`src/rtl/rfd_pkg.sv`:
```
// Shared types and constants for the FastCGI response deframer.
package rfd_pkg;

    localparam logic [2:0] KIND_CONSUMED = 3'd0;
    localparam logic [2:0] KIND_NAMEVAL  = 3'd1;
    localparam logic [2:0] KIND_BODY     = 3'd2;
    localparam logic [2:0] KIND_STDERR   = 3'd3;
    localparam logic [2:0] KIND_COMPLETE = 3'd4;
    localparam logic [2:0] KIND_FAULT    = 3'd5;
    localparam logic [2:0] KIND_IGNORED  = 3'd6;

    localparam logic [7:0] REC_END_REQUEST = 8'd3;
    localparam logic [7:0] REC_STDOUT      = 8'd6;
    localparam logic [7:0] REC_STDERR      = 8'd7;

    localparam logic [7:0] CHAR_CR = 8'h0D;
    localparam logic [7:0] CHAR_LF = 8'h0A;

    localparam logic [2:0] HDR_TYPE    = 3'd1;
    localparam logic [2:0] HDR_ID_HI   = 3'd2;
    localparam logic [2:0] HDR_ID_LO   = 3'd3;
    localparam logic [2:0] HDR_LEN_HI  = 3'd4;
    localparam logic [2:0] HDR_LEN_LO  = 3'd5;
    localparam logic [2:0] HDR_PAD     = 3'd6;
    localparam logic [2:0] HDR_LAST    = 3'd7;

    localparam logic [2:0] END_PROTO_IDX = 3'd4;
    localparam logic [2:0] END_IDX_MAX   = 3'd7;

    typedef enum logic [1:0] {
        PH_HEADER,
        PH_CONTENT,
        PH_PADDING,
        PH_STOPPED
    } phase_t;

    typedef struct packed {
        logic       restart;
        logic [7:0] data_byte;
        logic       is_cr;
        logic       is_lf;
    } in_entry_t;

    typedef struct packed {
        logic [2:0]  kind;
        logic [7:0]  out_byte;
        logic        header_end;
        logic [15:0] req_id;
        logic [31:0] app_code;
        logic [7:0]  proto_code;
    } result_t;

endpackage

```
`src/rtl/rfd_fifo.sv`:
```
// Small register FIFO used for the input and result queues.
module rfd_fifo #(
    parameter int DEPTH = 2,
    parameter int WIDTH = 8
) (
    input  logic             clk,
    input  logic             rst_n,
    input  logic             push,
    input  logic [WIDTH-1:0] wdata,
    output logic             full,
    input  logic             pop,
    output logic [WIDTH-1:0] rdata,
    output logic             empty
);
    localparam int PW = $clog2(DEPTH);
    localparam int CW = $clog2(DEPTH + 1);

    logic [WIDTH-1:0] mem_reg [DEPTH];
    logic [PW-1:0]    wr_ptr_reg, wr_ptr_next;
    logic [PW-1:0]    rd_ptr_reg, rd_ptr_next;
    logic [CW-1:0]    count_reg, count_next;
    logic             do_push, do_pop;

    assign full    = (count_reg == CW'(DEPTH));
    assign empty   = (count_reg == '0);
    assign do_push = push & ~full;
    assign do_pop  = pop & ~empty;
    assign rdata   = mem_reg[rd_ptr_reg];

    always_comb
    begin
        wr_ptr_next = wr_ptr_reg;
        rd_ptr_next = rd_ptr_reg;
        count_next  = count_reg;
        if (do_push)
        begin
            wr_ptr_next = (wr_ptr_reg == PW'(DEPTH - 1)) ? '0 : wr_ptr_reg + 1'b1;
        end
        if (do_pop)
        begin
            rd_ptr_next = (rd_ptr_reg == PW'(DEPTH - 1)) ? '0 : rd_ptr_reg + 1'b1;
        end
        case ({do_push, do_pop})
            2'b10:   count_next = count_reg + 1'b1;
            2'b01:   count_next = count_reg - 1'b1;
            default: count_next = count_reg;
        endcase
    end

    always_ff @(posedge clk or negedge rst_n)
    begin
        if (!rst_n)
        begin
            wr_ptr_reg <= '0;
            rd_ptr_reg <= '0;
            count_reg  <= '0;
        end
        else
        begin
            wr_ptr_reg <= wr_ptr_next;
            rd_ptr_reg <= rd_ptr_next;
            count_reg  <= count_next;
        end
    end

    always_ff @(posedge clk)
    begin
        if (do_push)
        begin
            mem_reg[wr_ptr_reg] <= wdata;
        end
    end

endmodule

```
`src/rtl/rfd_front.sv`:
```
// Front end: takes input beats, tags separator characters and queues them.
module rfd_front
    import rfd_pkg::*;
#(
    parameter int DEPTH = 2
) (
    input  logic       clk,
    input  logic       rst_n,
    input  logic       push,
    output logic       full,
    input  logic       req_type,
    input  logic [7:0] data_byte,
    input  logic       pop,
    output logic       empty,
    output in_entry_t  entry
);
    in_entry_t in_beat;
    logic [$bits(in_entry_t)-1:0] head;

    always_comb
    begin
        in_beat.restart   = req_type;
        in_beat.data_byte = data_byte;
        in_beat.is_cr     = (data_byte == CHAR_CR);
        in_beat.is_lf     = (data_byte == CHAR_LF);
    end

    rfd_fifo #(
        .DEPTH (DEPTH),
        .WIDTH ($bits(in_entry_t))
    ) u_in_fifo (
        .clk   (clk),
        .rst_n (rst_n),
        .push  (push),
        .wdata (in_beat),
        .full  (full),
        .pop   (pop),
        .rdata (head),
        .empty (empty)
    );

    assign entry = in_entry_t'(head);

endmodule

```
`src/rtl/rfd_engine.sv`:
```
// Back end: record parser that turns one queued beat into one result per cycle while the result queue has room.
module rfd_engine
    import rfd_pkg::*;
(
    input  logic      clk,
    input  logic      rst_n,
    input  logic      in_valid,
    input  in_entry_t in_entry,
    output logic      in_take,
    input  logic      res_ready,
    output logic      res_push,
    output result_t   res
);
    phase_t      phase_reg, phase_next;
    logic [2:0]  hcount_reg, hcount_next;
    logic [7:0]  rtype_reg, rtype_next;
    logic [15:0] rid_reg, rid_next;
    logic [15:0] clen_reg, clen_next;
    logic [7:0]  plen_reg, plen_next;
    logic        body_reg, body_next;
    logic [1:0]  sep_reg, sep_next;
    logic [2:0]  eidx_reg, eidx_next;
    logic [31:0] app_reg, app_next;
    logic [7:0]  proto_reg, proto_next;

    logic        fire;
    logic [7:0]  b;
    logic [15:0] clen_dec;
    logic        last;
    logic [7:0]  plen_dec;
    logic        sep_hit;
    logic [2:0]  sep_m;
    logic [31:0] app_acc;
    logic [31:0] app_fill;
    logic        stop;
    logic [2:0]  kind;
    logic [7:0]  ob;
    logic        hend;

    assign fire     = in_valid & res_ready;
    assign in_take  = fire;
    assign res_push = fire;
    assign b        = in_entry.data_byte;
    assign clen_dec = clen_reg - 1'b1;
    assign last     = (clen_dec == '0);
    assign plen_dec = plen_reg - 1'b1;
    assign sep_hit  = sep_reg[0] ? in_entry.is_lf : in_entry.is_cr;
    assign sep_m    = sep_hit ? ({1'b0, sep_reg} + 3'd1) : {2'b00, in_entry.is_cr};
    assign app_acc  = {app_reg[23:0], b};

    always_comb
    begin
        case (eidx_reg[1:0])
            2'd0:    app_fill = {app_acc[7:0], 24'd0};
            2'd1:    app_fill = {app_acc[15:0], 16'd0};
            2'd2:    app_fill = {app_acc[23:0], 8'd0};
            default: app_fill = app_acc;
        endcase
    end

    always_comb
    begin
        phase_next  = phase_reg;
        hcount_next = hcount_reg;
        rtype_next  = rtype_reg;
        rid_next    = rid_reg;
        clen_next   = clen_reg;
        plen_next   = plen_reg;
        body_next   = body_reg;
        sep_next    = sep_reg;
        eidx_next   = eidx_reg;
        app_next    = app_reg;
        proto_next  = proto_reg;
        stop        = 1'b0;
        kind        = KIND_CONSUMED;
        ob          = '0;
        hend        = 1'b0;

        if (fire)
        begin
            if (in_entry.restart)
            begin
                phase_next  = PH_HEADER;
                hcount_next = '0;
                rtype_next  = '0;
                rid_next    = '0;
                clen_next   = '0;
                plen_next   = '0;
                body_next   = 1'b0;
                sep_next    = '0;
                eidx_next   = '0;
                app_next    = '0;
                proto_next  = '0;
            end
            else
            begin
                unique case (phase_reg)
                    PH_STOPPED:
                    begin
                        kind = KIND_IGNORED;
                    end
                    PH_HEADER:
                    begin
                        hcount_next = hcount_reg + 1'b1;
                        case (hcount_reg)
                            HDR_TYPE:   rtype_next = b;
                            HDR_ID_HI:  rid_next   = {b, rid_reg[7:0]};
                            HDR_ID_LO:  rid_next   = {rid_reg[15:8], b};
                            HDR_LEN_HI: clen_next  = {b, clen_reg[7:0]};
                            HDR_LEN_LO: clen_next  = {clen_reg[15:8], b};
                            HDR_PAD:    plen_next  = b;
                            default:    ;
                        endcase
                        if (hcount_reg == HDR_LAST)
                        begin
                            eidx_next = '0;
                            if (rtype_reg == REC_END_REQUEST)
                            begin
                                app_next   = '0;
                                proto_next = '0;
                            end
                            if (clen_reg != '0)
                            begin
                                phase_next = PH_CONTENT;
                            end
                            else if (rtype_reg == REC_END_REQUEST)
                            begin
                                phase_next = PH_STOPPED;
                                kind       = KIND_COMPLETE;
                            end
                            else
                            begin
                                phase_next = (plen_reg != '0) ? PH_PADDING : PH_HEADER;
                            end
                        end
                    end
                    PH_CONTENT:
                    begin
                        clen_next = clen_dec;
                        if (rtype_reg == REC_STDOUT)
                        begin
                            if (body_reg)
                            begin
                                kind = KIND_BODY;
                                ob   = b;
                            end
                            else if (sep_m[2])
                            begin
                                kind      = KIND_NAMEVAL;
                                ob        = b;
                                hend      = 1'b1;
                                body_next = 1'b1;
                                sep_next  = '0;
                            end
                            else if (last)
                            begin
                                kind     = KIND_FAULT;
                                stop     = 1'b1;
                                sep_next = sep_m[1:0];
                            end
                            else
                            begin
                                kind     = KIND_NAMEVAL;
                                ob       = b;
                                sep_next = sep_m[1:0];
                            end
                        end
                        else if (rtype_reg == REC_STDERR)
                        begin
                            kind = KIND_STDERR;
                            ob   = b;
                        end
                        else if (rtype_reg == REC_END_REQUEST)
                        begin
                            if (eidx_reg < END_PROTO_IDX)
                            begin
                                app_next = app_acc;
                            end
                            else if (eidx_reg == END_PROTO_IDX)
                            begin
                                proto_next = b;
                            end
                            if (eidx_reg != END_IDX_MAX)
                            begin
                                eidx_next = eidx_reg + 1'b1;
                            end
                            if (eidx_reg == END_PROTO_IDX)
                            begin
                                kind = KIND_COMPLETE;
                                stop = 1'b1;
                            end
                            else if (last && (eidx_reg < END_PROTO_IDX))
                            begin
                                app_next = app_fill;
                                kind     = KIND_COMPLETE;
                                stop     = 1'b1;
                            end
                        end
                        if (stop)
                        begin
                            phase_next = PH_STOPPED;
                        end
                        else if (last)
                        begin
                            phase_next = (plen_reg != '0) ? PH_PADDING : PH_HEADER;
                        end
                    end
                    PH_PADDING:
                    begin
                        plen_next = plen_dec;
                        if (plen_dec == '0)
                        begin
                            phase_next = PH_HEADER;
                        end
                    end
                endcase
            end
        end

        res.kind       = kind;
        res.out_byte   = ob;
        res.header_end = hend;
        res.req_id     = rid_next;
        res.app_code   = (kind == KIND_COMPLETE) ? app_next : '0;
        res.proto_code = (kind == KIND_COMPLETE) ? proto_next : '0;
    end

    always_ff @(posedge clk or negedge rst_n)
    begin
        if (!rst_n)
        begin
            phase_reg  <= PH_HEADER;
            hcount_reg <= '0;
            rtype_reg  <= '0;
            rid_reg    <= '0;
            clen_reg   <= '0;
            plen_reg   <= '0;
            body_reg   <= 1'b0;
            sep_reg    <= '0;
            eidx_reg   <= '0;
            app_reg    <= '0;
            proto_reg  <= '0;
        end
        else
        begin
            phase_reg  <= phase_next;
            hcount_reg <= hcount_next;
            rtype_reg  <= rtype_next;
            rid_reg    <= rid_next;
            clen_reg   <= clen_next;
            plen_reg   <= plen_next;
            body_reg   <= body_next;
            sep_reg    <= sep_next;
            eidx_reg   <= eidx_next;
            app_reg    <= app_next;
            proto_reg  <= proto_next;
        end
    end

endmodule

```
`src/rtl/fastcgi_response_deframer_top.sv`:
```
// Top level of the FastCGI response deframer.
// Splits a FastCGI response byte stream into records and yields exactly one result beat per
// input beat: name-value bytes up to and including CRLFCRLF (last byte flagged by header_end),
// then stdout body bytes, stderr bytes, a completion beat carrying app_code and
// proto_code, a fault beat when stdout content ends without the separator, and ignored
// beats after completion or fault until a restart beat (req_type = 1). Both sides are queues:
// push while full is low, pop while empty is low. The block takes one byte per cycle
// sustained while the result queue has room; each byte is held in the input queue, and
// the record parser takes it from there and writes its result straight into the result
// queue, and it sets the rate. IN_DEPTH and OUT_DEPTH size the two queues (at least 2).
module fastcgi_response_deframer_top
    import rfd_pkg::*;
#(
    parameter int IN_DEPTH  = 2,
    parameter int OUT_DEPTH = 2
) (
    input  logic        clk,
    input  logic        rst_n,
    input  logic        push,
    output logic        full,
    input  logic        req_type,
    input  logic [7:0]  data_byte,
    output logic        empty,
    input  logic        pop,
    output logic [2:0]  kind,
    output logic [7:0]  out_byte,
    output logic        header_end,
    output logic [15:0] req_id,
    output logic [31:0] app_code,
    output logic [7:0]  proto_code
);
    in_entry_t entry;
    logic      entry_empty;
    logic      entry_take;
    logic      res_full;
    logic      res_push;
    result_t   res;
    logic [$bits(result_t)-1:0] res_head;
    result_t   head;

    rfd_front #(
        .DEPTH (IN_DEPTH)
    ) u_front (
        .clk       (clk),
        .rst_n     (rst_n),
        .push      (push),
        .full      (full),
        .req_type  (req_type),
        .data_byte (data_byte),
        .pop       (entry_take),
        .empty     (entry_empty),
        .entry     (entry)
    );

    rfd_engine u_engine (
        .clk       (clk),
        .rst_n     (rst_n),
        .in_valid  (~entry_empty),
        .in_entry  (entry),
        .in_take   (entry_take),
        .res_ready (~res_full),
        .res_push  (res_push),
        .res       (res)
    );

    rfd_fifo #(
        .DEPTH (OUT_DEPTH),
        .WIDTH ($bits(result_t))
    ) u_out_fifo (
        .clk   (clk),
        .rst_n (rst_n),
        .push  (res_push),
        .wdata (res),
        .full  (res_full),
        .pop   (pop),
        .rdata (res_head),
        .empty (empty)
    );

    assign head       = result_t'(res_head);
    assign kind       = head.kind;
    assign out_byte   = head.out_byte;
    assign header_end = head.header_end;
    assign req_id     = head.req_id;
    assign app_code   = head.app_code;
    assign proto_code = head.proto_code;

endmodule

```
`config.mk`:
```
export PLATFORM = sky130hd
export DESIGN_NAME = fastcgi_response_deframer_top
export DESIGN_NICKNAME = d
export VERILOG_FILES = /design/src/rtl/rfd_pkg.sv /design/src/rtl/rfd_fifo.sv /design/src/rtl/rfd_front.sv /design/src/rtl/rfd_engine.sv /design/src/rtl/fastcgi_response_deframer_top.sv
export SDC_FILE = /design/constraint.sdc
export NUM_CORES = 1
export LEC_CHECK = 0
export ABC_AREA = 1
export BUFFER_PORTS_ARGS = -buffer_cell sky130_fd_sc_hd__buf_2
export CAP_MARGIN = 20
export CELL_PAD_IN_SITES_DETAIL_PLACEMENT = 1
export CELL_PAD_IN_SITES_GLOBAL_PLACEMENT = 1
export CORE_MARGIN = 5
export CORE_UTILIZATION = 50
export CTS_CLUSTER_DIAMETER = 200
export CTS_CLUSTER_SIZE = 10
export DETAILED_ROUTE_END_ITERATION = 16
export PLACE_DENSITY = 0.9
export SYNTH_ARGS = -nofsm -noshare
export SYNTH_HDL_FRONTEND = slang
export SYNTH_SLANG_ARGS = --single-unit
```
`constraint.sdc`:
```
create_clock -name clk -period 13.5 [get_ports clk]
set_input_delay 1.35 -clock clk [delete_from_list [all_inputs] [get_ports clk]]
set_output_delay 1.35 -clock clk [all_outputs]
set_load 0.01 [all_outputs]
```
==> results of run 1 <==
## layout by cell type (no fill, tap or decap), types with 2 or more instances in the layout
cell	count
o22ai_1	35
buf_12	2
a21oi_2	32
nand2_2	4
o221ai_1	9
nand3_2	2
nand3_1	55
clkbuf_16	30
o211ai_1	3
a21oi_1	59
o21ai_0	137
dfrtp_1	106
nor4_1	3
buf_16	3
xor2_1	8
nor2_2	10
ha_1	21
o21ai_1	7
o21a_1	2
nor2_1	89
nand4_1	37
inv_1	136
edfxtp_1	158
buf_2	81
buf_4	16
o31ai_1	2
inv_2	6
a22oi_1	26
nand2_1	673
xnor2_1	4
clkinv_1	3
nor3_1	10
clkbuf_1	22
nor2_4	6
## worst max-delay path: cells and delay by family (launching register included)
family                     cells  cell delay [ns]
and+or+nand+nor                5             1.61
buffers and inverters          5             1.27
DFF                            1             0.45
AOI/OAI and AO/OA              1             0.42
adders and majority gates      1             0.16
## where the power goes
part | switching, W | leakage (nW) | internal (W) | total, W
clock network | 0.000341 | 0.403 | 0.000415 | 0.000755
logic | 0.00149 | 3.74 | 0.000553 | 0.00204
registers | 0.000174 | 2.95 | 0.00123 | 0.00141
## stage by stage
step / power [W] / worst slack [ns] / cell area (um2) / hold slack (ns) / util
floorplan: 0.00265 / 9.15 / 14200 / 0.452 / -
detailed placement: 0.00338 / 9.14 / 15000 / 0.474 / 0.535
CTS: 0.00415 / 9.04 / 15800 / 0.488 / 0.566
finish: 0.00420 / 9.21 / 15900 / 0.483 / 0.570
global placement: 0.00323 / 9.26 / 14900 / 0.467 / 0.534
global route: 0.00446 / 9.06 / 15900 / 0.507 / 0.570
## kinds of logic after synthesis
| family | synth area share |
|---|---|
| buffers and inverters | 0.0626 |
| DFF | 0.522 |
| adders and majority gates | 0.0185 |
| muxes | 0.00150 |
| xor gates and xnor gates | 0.00739 |
| AOI/OAI and AO/OA | 0.133 |
| and+or+nand+nor | 0.256 |
## path summary, 6_finish.rpt
kind | startpoint | end | slack (ns) | depth (start not counted)
worst max register to register | u_engine.phase_reg[1] | u_out_fifo.mem_reg[0][4] | 9.21 | 12
worst min-delay path | u_engine.rtype_reg[4] | u_engine.rtype_reg[4] | 0.48 | 2
min in group asynchronous | rst_n | u_engine.clen_reg[5] | 0.76 | 1
max in group asynchronous | rst_n | u_out_fifo.rd_ptr_reg | 11.67 | 3
worst min register to register | u_engine.rtype_reg[4] | u_engine.rtype_reg[4] | 0.48 | 2
worst max-delay path | u_engine.phase_reg[1] | u_out_fifo.mem_reg[0][4] | 9.21 | 12
## final cells by class
cell class,count,area [um2]
repair buffers,103,656
clock inverters,2,23.8
well taps,378,473
multi-input cells,1248,5960
inverters,145,544
fillers,3422,12000
clock buffers,52,833
flip-flops and latches,265,7420
## per-layer routing
layer,global-route usage,wire [um],up-vias
met5,0,0,-
li1,-,-,5889
met3,0.0550,3920,108
met2,0.481,23300,603
met4,0.0863,1250,0
met1,0.393,20000,6585
==> results.md, run 1 <==
* CP max stage delay at 0.63 ns
* Initial DRC count at 1469
* Post-synth EDFFs at 158
* Fmax at 233 MHz
* Post-cts sizing count at 0
* Pwr Density at 264 nW/um2
* Max rail drop VDD at 131 uV
* Global-route wire length before repair at 74.0 mm
* Synth Register Bits at 265
* Core Footprint at 27900 um2
* Routed WL at 48.6 mm
* TritonRoute pass-1 iters at 6
* Data arrival time of the critical path at 4.56 ns
* Synth cell types at 44
* CP Capture Type: flip-flop
* Slew HR at 0.367
* Hold buffer count at cts at 0
* Largest net degree at the start of global routing at 71
* # rows at 61
* Dpl cells at 2133
* H-Tree Depth at 1
* GP Congestion at 0.903
* PortBufs at 82
* Clock skew at 0.0336 ns
* Top FF cell, synth: edfxtp_1
* CTS sink count at 265
* Antenna-violating nets left at 0
* Synth Cell Area at 14200 um2
* Layout Cells excl Fill at 2193
* Fin crit period at 4.29 ns
* Top Ports at 83
* CTS root buf: clkbuf_16
* Slowest CP cell: nand3_4
* Synth Warn # at 0
* Post-route setup TNS at 0 ns
* Status: finished clean
* # DRC at 0
* RSZ-0062 raised after global routing: no
* Total number of vias at 13185
* Cells after synthesis at 1739
* Worst Path Max Fanout at 45
* Post-synth ARST share at 0.404
* P_leak at 7.10 nW
* Clk buf depth at 3
* Post-synth top cells: nand2_1, edfxtp_1, o21ai_0, inv_1, dfrtp_1
* Worst Tran Pin Value at 0.950 ns
* Max Cap Violations at 0
* Final Setup Violations at 0
* DR WL/cell at 22.1 um
* Clk_lat worst skew at 0.59 ns
* # Post-CTS Setup Buffers at 0
* Share of layout cells above drive strength 1 at 0.111
* Initial Util at 0.509
* Fin. max-slew vios at 0
* Die W at 179 um
* Vias in the first global route at 13469
* Post-Syn Nets at 1773
* Die Area at 31900 um2
* Crit path cell chain: inv_1 > ha_1 > buf_4 > inv_1 > nor2_2 > inv_1 > nor2_1 > inv_1 > a211oi_1 > nor2_1 > nand3_4 > nor2_1
* Worst-path clk slew at 0.07 ns
* Initial antenna violation count at 0
* Remaining Overflow, GRT at 0
* CTS buffer count at 30
* P&R area growth vs syn at 11.8%
* Startpoint type of the worst setup path: flip-flop
* TritonCTS clock tree: yes
* Post-synth top area cell: edfxtp_1
* Most common cell on crit path: inv_1
* Final Net Count at 1827
* Count leader, synth: nand2_1
* Fin crit share at 0.318
* ANT cells at 0
* Vias per cell at 6.01
* Largest register FFs at 136
* DP HPWL at 30.5 mm
* WP data required at 13.76 ns
* Worst Hold Class: reg2reg
* Die height at 179 um
* Synth top area share at 0.333
* Gr usage total at 0.291
* Synth Area per Inst at 8.18 um2
* Crit Path Class: reg2reg
* Top cells by area, synth: edfxtp_1, dfrtp_1, nand2_1
* Seq/Total Area, Yosys at 0.522
* Final Hold Viols at 0
Power figures use the tool's default switching activity.
==> run 2: changes to the inputs <==
- CORE_UTILIZATION: 50 -> 47
- PLACE_DENSITY: 0.9 -> 0.86
- clock period: 13.5 -> 4.15 ns (I/O delays scaled with it)
==> results.md, run 2 (synthesized netlist as in run 1, its figures left out) <==
* Fin. max-slew vios at 0 (unchanged)
* Final Net Count at 1833 (was 1827)
* Max rail drop VDD at 622 uV (was 131 uV)
* Core Footprint at 29800 um2 (was 27900 um2)
* Fmax at 266 MHz (was 233 MHz)
* Initial DRC count at 1093 (was 1469)
* P&R area growth vs syn at 11.9% (was 11.8%)
* Routed WL at 46.2 mm (was 48.6 mm)
* Worst Hold Class: in2reg (was reg2reg)
* TritonRoute pass-1 iters at 5 (was 6)
* RSZ-0062 raised after global routing: no (unchanged)
* Status: finished clean (unchanged)
* Post-DP Area at 15000 um2 (about the same)
* DP Worst Slack at 0.496 ns (was 9.14 ns)
* PortBufs at 82 (unchanged)
* CP Capture Type: flip-flop (unchanged)
* TritonCTS clock tree: yes (unchanged)
* # DRC at 0 (unchanged)
* Top Ports at 83 (unchanged)
* Die height at 184 um (was 179 um)
* Clk buf depth at 3 (unchanged)
* R2R Setup Slk at 0.39 ns (was 9.21 ns)
* DP HPWL at 30.6 mm (was 30.5 mm)
* Slew HR at 0.349 (was 0.367)
* Vias in the first global route at 13432 (was 13469)
* Vias per cell at 5.81 (was 6.01)
* P_leak at 7.10 nW (about the same)
* Remaining Overflow, GRT at 0 (unchanged)
* Crit Path Class: reg2reg (unchanged)
* Worst-path clk slew at 0.06 ns (was 0.07 ns)
* GP Congestion at 0.907 (was 0.903)
* Fin crit share at 0.905 (was 0.318)
* Commonest non-fill, non-tap cells in the layout: nand2_1, edfxtp_1, o21ai_0, inv_1, dfrtp_1 (unchanged)
* # Post-CTS Setup Buffers at 0 (unchanged)
* CTS root buf: clkbuf_16 (unchanged)
* Largest net degree at the start of global routing at 69 (was 71)
* CTS sink count at 265 (unchanged)
* # rows at 63 (was 61)
* Setup WS post-layout at 0.393 ns (was 9.21 ns)
* Final Setup Violations at 0 (unchanged)
* Share of layout cells above drive strength 1 at 0.113 (was 0.111)
* Worst Tran Pin Value at 0.975 ns (was 0.950 ns)
* DR WL/cell at 20.9 um (was 22.1 um)
* Total number of vias at 12858 (was 13185)
* Data arrival time of the critical path at 4.12 ns (was 4.56 ns)
* Worst Path Max Fanout at 40 (was 45)
* Fin crit period at 3.76 ns (was 4.29 ns)
* Clock skew at 0.0243 ns (was 0.0336 ns)
* Largest register FFs at 136 (unchanged)
* ANT cells at 0 (unchanged)
* Post-cts sizing count at 0 (unchanged)
* Global-route wire length before repair at 74.0 mm (about the same)
* Die Area at 33900 um2 (was 31900 um2)
* H-Tree Depth at 1 (unchanged)
* Gr usage total at 0.271 (was 0.291)
* WP data required at 4.51 ns (was 13.76 ns)
* Initial Util at 0.477 (was 0.509)
* Startpoint type of the worst setup path: flip-flop (unchanged)
* Die W at 184 um (was 179 um)
* Finished Cell Area at 15900 um2 (about the same)
* Antenna-violating nets left at 0 (unchanged)
* Pwr Density at 851 nW/um2 (was 264 nW/um2)
* Final Hold Viols at 0 (unchanged)
* Clk_lat worst skew at 0.58 ns (was 0.59 ns)
* CTS buffer count at 30 (unchanged)
* Max Cap Violations at 0 (unchanged)
* Initial antenna violation count at 0 (unchanged)
* Commonest non-fill, non-tap cell in the layout: nand2_1 (unchanged)
* Post-route setup TNS at 0 ns (unchanged)
[run 2: changes by cell type in the layout (fill, tap and decap cells not counted), sizes merged]
cell	previous run	this run
clkbuf	53	54
buf	102	107
dlygate4sd3	0	1
[run 2: critical path: stages, from the launching register on]
cell and delay [ns]:
dfrtp_1 0.43, inv_2 0.10, ha_1 0.30, xnor2_1 0.26, nand2_1 0.08, nor2_1 0.13, nand2_1 0.07, nor2_1 0.10
nand2_1 0.08, nor2_2 0.17, nand3_2 0.10, buf_4 0.26, nand2_1 0.10, nand2_1 0.06, nand2_1 0.07, nand2_2 0.07
nand2_2 0.11, nand3_4 0.59, nor2_1 0.42
[run 2: stage by stage]
| stage | util | hold slack, ns | std cells | power, W |
|---|---|---|---|---|
| after CTS | 0.534 | 0.0389 | 2211 | 0.0135 |
| final | 0.534 | 0.0548 | 2212 | 0.0135 |
| after detailed placement | 0.505 | 0.485 | 2155 | 0.0110 |
| after global routing | 0.534 | 0.0460 | 2212 | 0.0144 |
| after global placement | 0.505 | 0.465 | 2155 | 0.0106 |
| after floorplan | - | 0.119 | 1739 | 0.00858 |
[run 2: area by class of cell]
cell class	count	area (um2)
Tap cell	390	488
Sequential cell	265	7420
Fill cell	3589	13900
Inverter	145	544
Clock buffer	53	837
Clock inverter	2	23.8
Multi-Input combinational cell	1248	5960
Timing Repair Buffer	109	643
[run 2: path summary, 6_finish.rpt]
| path | to | start | cells past startpoint |
|---|---|---|---|
| worst max register to register | u_out_fifo.mem_reg[0][4] | u_engine.clen_reg[0] | 18 |
| worst max-delay path | u_out_fifo.mem_reg[0][4] | u_engine.clen_reg[0] | 18 |
| worst min-delay path | u_front.u_in_fifo.mem_reg[0][10] | req_type | 1 |
| worst min register to register | u_engine.rtype_reg[4] | u_engine.rtype_reg[4] | 2 |
| min in group asynchronous | u_engine.clen_reg[10] | rst_n | 2 |
| max in group asynchronous | u_out_fifo.rd_ptr_reg | rst_n | 3 |
[run 2: where the power goes]
group / total, W / internal [W] / switching (W)
logic: 0.00661 / 0.00182 / 0.00478
registers: 0.00454 / 0.00400 / 0.000540
clock network: 0.00240 / 0.00135 / 0.00105
[run 2: layer usage]
layer,part of all wire,track usage,vias to the layer above
li1,-,-,5915
met1,0.43,0.377,6387
met2,0.47,0.447,456
met3,0.064,0.0360,100
met4,0.030,0.0799,0
met5,0,0,-
[run 2: repair_timing]
item	in CTS	in global routing
hold endpoints to repair	20	0
hold buffers	1	0
setup endpoints to repair	0	0
